==> src/rtl/lfia_pkg.sv <==
// ----------------------------------------------------------------------------
// lfia_pkg
// Types, constants and helpers shared by the allocator modules.
// ----------------------------------------------------------------------------
`timescale 1ns / 1ps

package lfia_pkg;

  localparam int ID_W   = 32;
  localparam int WORD_W = 32;
  localparam int OFF_W  = 5;
  localparam int CFG_W  = 11;

  typedef logic [ID_W-1:0]   id_t;
  typedef logic [WORD_W-1:0] word_t;
  typedef logic [CFG_W-1:0]  cfg_t;

  localparam id_t  ALL_ONES  = 32'hFFFF_FFFF;
  localparam cfg_t CFG_RESET = 11'd1024;

  localparam logic CMD_REGISTER = 1'b0;
  localparam logic CMD_GENERATE = 1'b1;

  typedef struct packed {
    logic clear_en;
    logic load;
    logic run;
    logic finish;
  } ctrl_cmd_t;

  typedef struct packed {
    logic clear_last;
    logic step_done;
  } dp_status_t;

  // one-hot word to bit index; each index bit is an OR over the word
  function automatic logic [OFF_W-1:0] onehot_to_idx(input word_t v);
    logic [OFF_W-1:0] idx;
    idx = '0;
    for (int i = 0; i < WORD_W; i++) begin
      if (v[i]) begin
        idx = idx | OFF_W'(i);
      end
    end
    return idx;
  endfunction

endpackage

==> src/rtl/lfia_ram.sv <==
// ----------------------------------------------------------------------------
// lfia_ram
// Generic single-port RAM with registered read.
// ----------------------------------------------------------------------------
`timescale 1ns / 1ps

module lfia_ram #(
  parameter int WIDTH = 32,
  parameter int DEPTH = 32
) (
  input  logic                                     clk,
  input  logic                                     we,
  input  logic [((DEPTH > 1) ? $clog2(DEPTH) : 1)-1:0] addr,
  input  logic [WIDTH-1:0]                         wdata,
  output logic [WIDTH-1:0]                         rdata
);

  logic [WIDTH-1:0] mem [DEPTH];

  always_ff @(posedge clk) begin
    if (we) begin
      mem[addr] <= wdata;
    end
    rdata <= mem[addr];
  end

endmodule

==> src/rtl/lfia_ctrl.sv <==
// ----------------------------------------------------------------------------
// lfia_ctrl
// Controller: clear pass after reset, item load, run until the step is done.
// ----------------------------------------------------------------------------
`timescale 1ns / 1ps

module lfia_ctrl (
  input  logic                clk,
  input  logic                rst,
  input  logic                start,
  input  lfia_pkg::dp_status_t status,
  output lfia_pkg::ctrl_cmd_t  cmd,
  output logic                busy
);
  import lfia_pkg::*;

  localparam logic [1:0] S_CLEAR = 2'd0;
  localparam logic [1:0] S_IDLE  = 2'd1;
  localparam logic [1:0] S_RUN   = 2'd2;

  logic [1:0] state;
  logic [1:0] state_next;

  always_comb begin
    state_next = state;
    cmd        = '0;
    case (state)
      S_CLEAR: begin
        cmd.clear_en = 1'b1;
        if (status.clear_last) begin
          state_next = S_IDLE;
        end
      end
      S_IDLE: begin
        if (start) begin
          cmd.load   = 1'b1;
          state_next = S_RUN;
        end
      end
      S_RUN: begin
        cmd.run = 1'b1;
        if (status.step_done) begin
          cmd.finish = 1'b1;
          state_next = S_IDLE;
        end
      end
      default: begin
        state_next = S_IDLE;
      end
    endcase
  end

  always_ff @(posedge clk) begin
    if (rst) begin
      state <= S_CLEAR;
    end else begin
      state <= state_next;
    end
  end

  assign busy = (state != S_IDLE);

endmodule

==> src/rtl/lfia_dp.sv <==
// ----------------------------------------------------------------------------
// lfia_dp
// Datapath: bitmap RAM, next-free pointer, row scanner and result registers.
// ----------------------------------------------------------------------------
`timescale 1ns / 1ps

module lfia_dp #(
  parameter int MAP_CAPACITY = 1024
) (
  input  logic                 clk,
  input  logic                 rst,
  input  lfia_pkg::ctrl_cmd_t  cmd,
  output lfia_pkg::dp_status_t status,
  input  logic                 command,
  input  lfia_pkg::id_t        instance_id,
  input  logic                 map_size_we,
  input  lfia_pkg::cfg_t       map_size,
  output lfia_pkg::id_t        issued_id,
  output lfia_pkg::id_t        next_free,
  output logic                 overflow,
  output logic                 done
);
  import lfia_pkg::*;

  localparam int ROWS  = (MAP_CAPACITY + WORD_W - 1) / WORD_W;
  localparam int ROW_W = (ROWS > 1) ? $clog2(ROWS) : 1;
  localparam int SZ_W  = $clog2(MAP_CAPACITY + 1);

  // registers
  cfg_t             cfg_size;
  logic [ROW_W-1:0] clr_row;
  id_t              next_id;
  logic             cmd_q;
  id_t              id_q;
  id_t              ptr;

  // datapath signals
  logic [SZ_W-1:0]  eff_size;
  id_t              size32;
  id_t              ptr_first;
  logic             is_gen;
  id_t              row_base;
  id_t              row_end;
  word_t            beyond;
  word_t            lower;
  word_t            cand;
  word_t            lowest;
  logic [OFF_W-1:0] hit_idx;
  logic             hit;
  logic             ptr_adv;
  id_t              new_next;
  logic             ram_we;
  logic [ROW_W-1:0] ram_addr;
  word_t            ram_wdata;
  word_t            ram_rdata;

  // sizes above the capacity act as the capacity
  always_comb begin
    if (32'(cfg_size) > 32'(MAP_CAPACITY)) begin
      eff_size = SZ_W'(MAP_CAPACITY);
    end else begin
      eff_size = SZ_W'(cfg_size);
    end
  end
  assign size32 = 32'(eff_size);

  assign ptr_first = next_id + 32'd1;
  assign is_gen    = (cmd_q == CMD_GENERATE);
  assign row_base  = {ptr[ID_W-1:OFF_W], OFF_W'(0)};
  assign row_end   = row_base + 32'(WORD_W);

  // ids at or past the size count as free; only offsets at or above ptr count
  always_comb begin
    if (size32 > row_base + 32'(WORD_W - 1)) begin
      beyond = '0;
    end else begin
      beyond = ~((word_t'(1) << size32[OFF_W-1:0]) - word_t'(1));
    end
  end
  assign lower   = ~((word_t'(1) << ptr[OFF_W-1:0]) - word_t'(1));
  assign cand    = (~ram_rdata | beyond) & lower;
  assign hit     = |cand;
  assign lowest  = cand & (~cand + word_t'(1));
  assign hit_idx = onehot_to_idx(lowest);

  always_comb begin
    status.clear_last = (clr_row == ROW_W'(ROWS - 1));
    new_next          = next_id;
    status.step_done  = 1'b1;
    ptr_adv           = 1'b0;
    if (!is_gen) begin
      if (next_id == id_q && next_id != ALL_ONES) begin
        new_next = next_id + 32'd1;
      end
    end else if (next_id == ALL_ONES) begin
      new_next = next_id;
    end else if (ptr >= size32) begin
      new_next = ptr;
    end else if (hit) begin
      new_next = row_base | 32'(hit_idx);
    end else if (row_end >= size32) begin
      new_next = row_end;
    end else begin
      status.step_done = 1'b0;
      ptr_adv          = 1'b1;
    end
  end

  // RAM port: clear sweep, first read on load, read-modify-write or next row
  always_comb begin
    ram_we    = 1'b0;
    ram_wdata = ram_rdata | (word_t'(1) << id_q[OFF_W-1:0]);
    ram_addr  = row_end[ROW_W+OFF_W-1:OFF_W];
    if (cmd.clear_en) begin
      ram_we    = 1'b1;
      ram_wdata = '0;
      ram_addr  = clr_row;
    end else if (cmd.load) begin
      if (command == CMD_GENERATE) begin
        ram_addr = ptr_first[ROW_W+OFF_W-1:OFF_W];
      end else begin
        ram_addr = instance_id[ROW_W+OFF_W-1:OFF_W];
      end
    end else if (cmd.run && !is_gen) begin
      ram_addr = id_q[ROW_W+OFF_W-1:OFF_W];
      ram_we   = (id_q < size32);
    end
  end

  lfia_ram #(
    .WIDTH (WORD_W),
    .DEPTH (ROWS)
  ) u_map (
    .clk   (clk),
    .we    (ram_we),
    .addr  (ram_addr),
    .wdata (ram_wdata),
    .rdata (ram_rdata)
  );

  always_ff @(posedge clk) begin
    if (rst) begin
      cfg_size <= CFG_RESET;
      clr_row  <= '0;
      next_id  <= 32'd1;
      overflow <= 1'b0;
      done     <= 1'b0;
    end else begin
      done <= cmd.finish;
      if (map_size_we) begin
        cfg_size <= map_size;
      end
      if (cmd.clear_en) begin
        clr_row <= clr_row + ROW_W'(1);
      end
      if (cmd.finish) begin
        next_id  <= new_next;
        overflow <= overflow | (new_next == ALL_ONES);
      end
    end
  end

  always_ff @(posedge clk) begin
    if (cmd.load) begin
      cmd_q <= command;
      id_q  <= instance_id;
      ptr   <= ptr_first;
    end else if (cmd.run && ptr_adv) begin
      ptr <= row_end;
    end
    if (cmd.finish) begin
      issued_id <= is_gen ? next_id : '0;
    end
  end

  assign next_free = next_id;

endmodule

==> src/rtl/lowest_free_id_allocator.sv <==
// ----------------------------------------------------------------------------
// lowest_free_id_allocator
// Used-bitmap id allocator with a next-free pointer and sticky overflow.
// ----------------------------------------------------------------------------
// Channel  | Handshake           | Words
// input    | start / busy        | command, instance_id
// result   | done (one cycle)    | issued_id, next_free, overflow
// config   | map_size_we         | map_size
//
// A command is accepted only while busy is low. A generate command scans
// further 32-id bitmap rows until it finds a free id;
// the scan reads one row per cycle from the single-port bitmap RAM.
// After reset a clearing pass zeroes all ceil(MAP_CAPACITY / 32) bitmap rows
// (32 at the default), one row per cycle, with busy high throughout.
// Results cannot be stalled; done marks each word for exactly one cycle.
// ----------------------------------------------------------------------------
`timescale 1ns / 1ps

module lowest_free_id_allocator #(
  parameter int MAP_CAPACITY = 1024
) (
  input  logic           clk,
  input  logic           rst,
  input  logic           start,
  output logic           busy,
  input  logic           command,
  input  lfia_pkg::id_t  instance_id,
  input  logic           map_size_we,
  input  lfia_pkg::cfg_t map_size,
  output logic           done,
  output lfia_pkg::id_t  issued_id,
  output lfia_pkg::id_t  next_free,
  output logic           overflow
);
  import lfia_pkg::*;

  ctrl_cmd_t  cmd;
  dp_status_t status;

  lfia_ctrl u_ctrl (
    .clk    (clk),
    .rst    (rst),
    .start  (start),
    .status (status),
    .cmd    (cmd),
    .busy   (busy)
  );

  lfia_dp #(
    .MAP_CAPACITY (MAP_CAPACITY)
  ) u_dp (
    .clk         (clk),
    .rst         (rst),
    .cmd         (cmd),
    .status      (status),
    .command     (command),
    .instance_id (instance_id),
    .map_size_we (map_size_we),
    .map_size    (map_size),
    .issued_id   (issued_id),
    .next_free   (next_free),
    .overflow    (overflow),
    .done        (done)
  );

endmodule

==> config.mk <==
export PLATFORM = sky130hd
export DESIGN_NAME = lowest_free_id_allocator
export DESIGN_NICKNAME = d
export VERILOG_FILES = /design/src/rtl/lfia_pkg.sv /design/src/rtl/lfia_ram.sv /design/src/rtl/lfia_ctrl.sv /design/src/rtl/lfia_dp.sv /design/src/rtl/lowest_free_id_allocator.sv
export SDC_FILE = /design/constraint.sdc
export NUM_CORES = 2
export LEC_CHECK = 0
export BUFFER_PORTS_ARGS = -buffer_cell sky130_fd_sc_hd__buf_2
export CAP_MARGIN = 40
export CELL_PAD_IN_SITES_DETAIL_PLACEMENT = 1
export CELL_PAD_IN_SITES_GLOBAL_PLACEMENT = 2
export CORE_MARGIN = 5
export CORE_UTILIZATION = 41
export CTS_BUF_LIST = sky130_fd_sc_hd__clkbuf_16
export DETAILED_ROUTE_END_ITERATION = 7
export PLACE_DENSITY_LB_ADDON = 0.1
export SYNTH_ARGS = -nofsm -noshare
export SYNTH_HDL_FRONTEND = slang
export SYNTH_HIERARCHICAL = 1
export SYNTH_SLANG_ARGS = --single-unit
export TNS_END_PERCENT = 5
==> constraint.sdc <==
create_clock -name clk -period 6.3 [get_ports clk]
set_input_delay 0.315 -clock clk [delete_from_list [all_inputs] [get_ports clk]]
set_output_delay 0.315 -clock clk [all_outputs]
set_load 0.01 [all_outputs]
# == Yosys cells after proc, flatten, opt, wreduce, memory -nomap -nowiden ==
# Memory sizes are Yosys's and may differ from the RTL's. A register that Yosys moved wholly into a read port is not among the register bits.
# Cells that the tools add are included.
# Widths: inputs -> output; s select.
# classes
n_addsub,7
n_lt_le_gt_ge,5
n_eq_ne,11
shift,3
n_mux,123
bitwise_logic,10
n_reduce_logical,11
# ops
cell,count
$mux 32,24
$mux 5,27
$not 32->32,4
$shl 1x5->32 const A,3
$add 32x1->32 const B,2
$and 32x32->32,2
$eq 32x32->1 const B,2
$ge 32x11->1,2
$or 32x32->32,2
$sub 32x1->32 const B,2
$mux 1,47
$mux 11,3
$add 32x5->32 const B,1
$add 32x6->32 const B,1
$eq 32x32->1,1
$gt 11x32->1,1
$lt 32x11->1,1
$mux 4,8
$ne 32x32->1 const B,1
$or 32x5->32,1
$reduce_or 32->1,1
$mux 2,9
$mux 3,4
$gt 11x11->1 const B,1
other kinds (13),20
# totals
ff_bits,149
ramBits,1024
input_bits,48
output_inout_bits,67
word_cells,181
mem_count,1
# mem_list
memory,words,word_bits,rd,rd_ports_with_merged_regs,write_ports,line,text
u_dp.u_map.mem,32,32,1,1,1,lfia_ram.sv:18,logic [WIDTH-1:0] mem [DEPTH];

# == Longest topological paths before layout ==
# depth
depth_word,57
mapped_depth,25
depth_no_buf,20

# == Modules after synthesis ==
# The synthesis kept the hierarchy.
# modules_own_cells
mod,instances,cells_per_inst,area_per_inst_um2,seq_area_each_um2
lfia_ram,1,2107,39741.9,31390.1
lfia_dp,1,1537,12401.9,3913.8
lfia_ctrl,1,13,111.4,40.0

# == Least setup slack after synthesis ==
# Ideal clock, no wire load.
# synth_timing
path_kind,flip-flop to flip-flop
startpoint,register u_dp.cfg_size[10]
endpoint,register u_dp.overflow
setup_ns,0.070
arrival_time_ns,6.036
required_ns,6.230
path_slack_ns,0.193
stages_incl_launch_ff,25
n_path_buf,4
path_cell_list,dfxtp_1 clkbuf_1 inv_1 clkbuf_1 nand2_1 inv_1 ha_1 and4b_1 nand2_1 or4_1 nand3_2 clkbuf_1 o21ai_0 and2_1 nand3_2 clkbuf_1 nor4_1 nand2_1 and2_1 nor2b_1 nor3b_1 o2111ai_1 or4_1 or4_1 o2bb2ai_1
# synth_lines
element,line,text
"start, declared",lfia_dp.sv:30,cfg_t cfg_size;
"start signal, assigned",lfia_dp.sv:151,cfg_size <= map_size;
"end signal, assigned",lfia_dp.sv:158,overflow <= overflow | (new_next == ALL_ONES);
"end, declared",lfia_dp.sv:20,"output logic overflow,"

# == Worst setup path after layout ==
# layout_timing
startpoint,register u_dp.ptr[6]
endpoint,register u_dp.overflow
# layout_between
elab_chain_cells,54
# layout_lines
element,line,text
"start, declared",lfia_dp.sv:35,id_t ptr;
"start signal, assigned",lfia_dp.sv:167,ptr <= ptr_first;
"start signal, assigned",lfia_dp.sv:169,ptr <= row_end;
$add 32x5->32,lfia_dp.sv:74,if (size32 > row_base + 32'(WORD_W - 1)) begin
$gt 11x32->1,lfia_dp.sv:74,
$mux 32,lfia_dp.sv:74,
$or 32x32->32,lfia_dp.sv:81,assign cand = (~ram_rdata | beyond) & lower;
$and 32x32->32,lfia_dp.sv:81,
$not 32->32,lfia_dp.sv:83,assign lowest = cand & (~cand + word_t'(1));
$add 32x1->32,lfia_dp.sv:83,
$and 32x32->32,lfia_dp.sv:83,
[... 37 more ...],n/a,
$mux 32,lfia_dp.sv:95,end else if (next_id == ALL_ONES) begin
$mux 32,lfia_dp.sv:91,if (!is_gen) begin
$mux 32,lfia_dp.sv:95,
$mux 32 (2 in a row),lfia_dp.sv:91,
$eq 32x32->1,lfia_dp.sv:158,
$or 1x1->1,lfia_dp.sv:158,
$mux 1,lfia_dp.sv:156,if (cmd.finish) begin
$mux 1,lfia_dp.sv:142,if (rst) begin
# Parallel ways exist; a longest one is shown, timed or not. The select of a mux whose other input is x is not followed.
# A chain may end at the register's enable or synchronous reset.

==> out/metrics.cfg <==
[status]
status = finished, final reports clean

[synth]
synth_top_area_cell = edfxtp_1
yosysUniqueCellTypes = 97
yosys_warnings = 6
synth_area_leaders = edfxtp_1 64%, mux2i_1 11%, dfxtp_1 3.2%
ys_seq_elements = 1205
synth_top_cell_area_share_pct = 64.4
syn_area_um2 = 52300
synth_edf_count = 1121
synth_nets = 3744
synth_ff_type = edfxtp_1
syn_inst = 3657
yosysSeqAreaShare_pct = 67.6
async_flop_share_pct = 0
syn-mean-instance-area_um2 = 14.3

[power_and_ir_drop]
vdd_drop_max_mv = 0.314
internal_power_uw = 13700
finalPower_uw = 17600
power_leakage_uw = 0.0214
p_seq_share_pct = 50.5
power.switching_fraction_pct = 22.5
p_switching_uw = 3970
clockPowerShare_pct = 43.8
cellPowerDensity_nw_per_um2 = 289
power_frac_comb_pct = 5.8

[final_layout]
area_growth_pct = 16.9
final_nets = 4036
fillers = 12377
drive_gt1_share_pct = 16.6
finalCoreUtilization_pct = 48.1
final_cells = 5721
multi_input_area_um2 = 15900
seqCellArea_um2 = 35300

[timing]
max_slew.worst_pin.slew_ns = 0.917
finalHoldViolations = 0
max-slew-margin-rel_pct = 38.3
tns_ns = 0
finalMaxSlewViolations = 0
setup_viol = 0
period_share_pct = 94.7
finalCriticalPeriod_ns = 5.96
fin_skew_ns = 0.0223
rsz0062_at_grt = no
fmaxAchievable_mhz = 168

[placement]
dp.cells = 5429
dp_hpwl_um = 118000
port_buffers = 114
gp_congestion = 0.932

[route]
wl_um = 180000
vias = 33880
vias_per_cell = 5.92
wl_per_cell_um = 31.5
drc = 0
ant_nets = 0
drt_pre_antenna_iters = 6
drtIter0Drc = 2540

[clock_network]
cts_root_buf = clkbuf_16
cts.clk_slew.worst_paths_ns = 0.06
cts_max_path_buffers = 3
clock_latency_ns = 0.77
post_cts_buffers = 0
cts_tree = yes
cts.sinks = 1205
htreeDepth = 4
cts_made_buffers = 135

[setup_path]
path_class = flip-flop to flip-flop
path_max_fanout = 22
critPathCaptureType = flip-flop
cp-startpoint = u_dp/ptr[6]$_DFFE_PP_
reg2reg_from = u_dp/ptr[6]$_DFFE_PP_
cp-start-kind = flip-flop
critical_path_arrival_ns = 6.65
crit_required_ns = 6.99

[floorplan]
rows = 131
fp.coreArea_um2 = 127000
die_area_um2 = 135000
die_w_um = 367
die_h_um = 367
ios = 115
start_util_pct = 41.1

[flow_run]
timing.max_cap.violations = 0

[hold_path]
hp-start = map_size_we
min_path_type = input pin to flip-flop

[global_route]
grt_max_degree = 98
grt_pass1_wl_um = 258000
first_global_vias = 35061
grt_usage_pct = 26.3
antenna_found_initial = 1
gr-total-overflow = 0

[metrics by stage]
| step | setup slack [ns] | hold slack, ns | cell area, um2 |
|---|---|---|---|
| 3_3_place_gp | 0.411 | 0.484 | 55800 |
| 5_1_grt | 0.125 | 0.0312 | 61100 |
| 3_5_place_dp | 0.364 | 0.494 | 56300 |
| 2_1_floorplan | 0.193 | 0.387 | 52300 |
| 4_1_cts | 0.292 | 0.0147 | 61000 |
| 6_report | 0.336 | 0.0635 | 61100 |
[layout make-up]
type / count / share of cell area, %
flip-flops and latches: 1205 / 57.9
multi-input cells: 2154 / 26.0
clock buffers: 142 / 5.82
repair buffers: 407 / 5.32
well taps: 1662 / 3.41
clock inverters: 103 / 1.28
inverters: 46 / 0.283
diodes: 2 / 0.00820
[sequential cells by signal, summed over array words and instances, names as in the netlist]
signal	flops
u_dp/cmd_q	1
u_dp/clr_row	5
u_dp/u_map/mem	1024
u_dp/ptr	32
u_dp/overflow	1
u_dp/done	1
u_dp/cfg_size	11
u_dp/issued_id	32
u_ctrl/state	2
u_dp/u_map/rdata	32
u_dp/id_q	32
u_dp/next_free	32
[metal layers]
metal / up-vias / share of wire [%] / track usage, %
li1: 14833 / - / -
met1: 17862 / 43 / 35.0
met2: 921 / 50 / 45.7
met3: 264 / 4.4 / 3.61
met4: 0 / 2.4 / 6.61
met5: - / 0 / 0
[cell families after synthesis]
family                   Yosys count  share of synthesized area (%)
flip-flops                      1205                           67.6
AND/OR/NAND/NOR                  809                           8.25
AO/OA/AOI/OAI                    625                           7.67
multiplexers                     566                           10.9
buffers and inverters            298                           2.72
XOR/XNOR                         115                           1.93
adder cells (fa/ha/maj)           39                          0.934
[cell usage in the layout (no fill, tap or decap), drive strengths merged, types with 27 or more instances in the layout]
| master | instances |
|---|---|
| edfxtp | 1121 |
| mux2i | 554 |
| buf | 358 |
| o22ai | 268 |
| nor2 | 220 |
| nand2 | 153 |
| clkbuf | 142 |
| a21oi | 121 |
| nor4 | 103 |
| dfxtp | 84 |
| inv | 78 |
| xor2 | 65 |
| o21ai | 59 |
| clkinv | 57 |
| nand3 | 54 |
| xnor2 | 50 |
| dlygate4sd3 | 45 |
| and2 | 43 |
| ha | 39 |
| nor3 | 36 |
| nand4 | 31 |
| nor2b | 27 |
[power groups by stage]
stage          logic [uW]  clock network, uW  registers (uW)
3_5_place_dp          996                  0            9070
4_1_cts              1020               7900            8900
2_1_floorplan         654                  0            8960
3_3_place_gp          971                  0            9070
5_1_grt              1080               8280            8900
6_report             1020               7720            8900
[critical path, cell delays in order, from the launching register on]
cell       delay [ns]
edfxtp_1         0.52
ha_1             0.48
nand3_1          0.23
nor4_1           0.66
buf_2            0.27
nand4_1          0.12
xnor2_1          0.26
a2111oi_0        0.67
nor4bb_4         0.42
buf_4            0.40
mux2i_1          0.13
a222oi_1         0.34
o2111ai_1        0.14
or4_1            0.66
or4_1            0.45
o2bb2ai_1        0.14
[final timing paths]
check	end	slack, ns	cells past startpoint
setup / recovery	u_dp/overflow$_SDFFE_PP0P_	0.34	15
hold / removal	u_dp/cfg_size[6]$_SDFFE_PP0P_	0.06	3
setup reg to reg	u_dp/overflow$_SDFFE_PP0P_	0.34	15
hold reg to reg	u_dp/cfg_size[8]$_SDFFE_PP0P_	0.52	2
[what timing repair did]
| item | 4_1_cts | 5_1_grt |
|---|---|---|
| endpoints found under the hold margin | 45 | 0 |
| hold buffers | 45 | 0 |
| endpoints found under the setup margin | 0 | 1 |
| resized for setup | 0 | 1 |
[cells in the mapped netlist, types with 9 or more instances]
master    count
clkbuf_1    118
or4_1        11
nand3_1      52
a211oi_1     23
nor3_1       35
edfxtp_1   1121
a21o_1       15
nand2_1     153
ha_1         39
buf_2       102
a21oi_1     121
buf_6        22
inv_1        45
xnor2_1      50
nand2b_1     22
mux2i_1     554
o211ai_1     13
o21a_1        9
a31oi_1      25
and2_1       42
or3_1        13
xor2_1       65
o22ai_1     268
dfxtp_1      84
mux2_2       12
o21ai_0      58
nor2b_1      27
and3_1       21
nand4_1      30
nor2_1      219
nor4_1       99
Note: power is estimated with default switching activity, not from simulation.
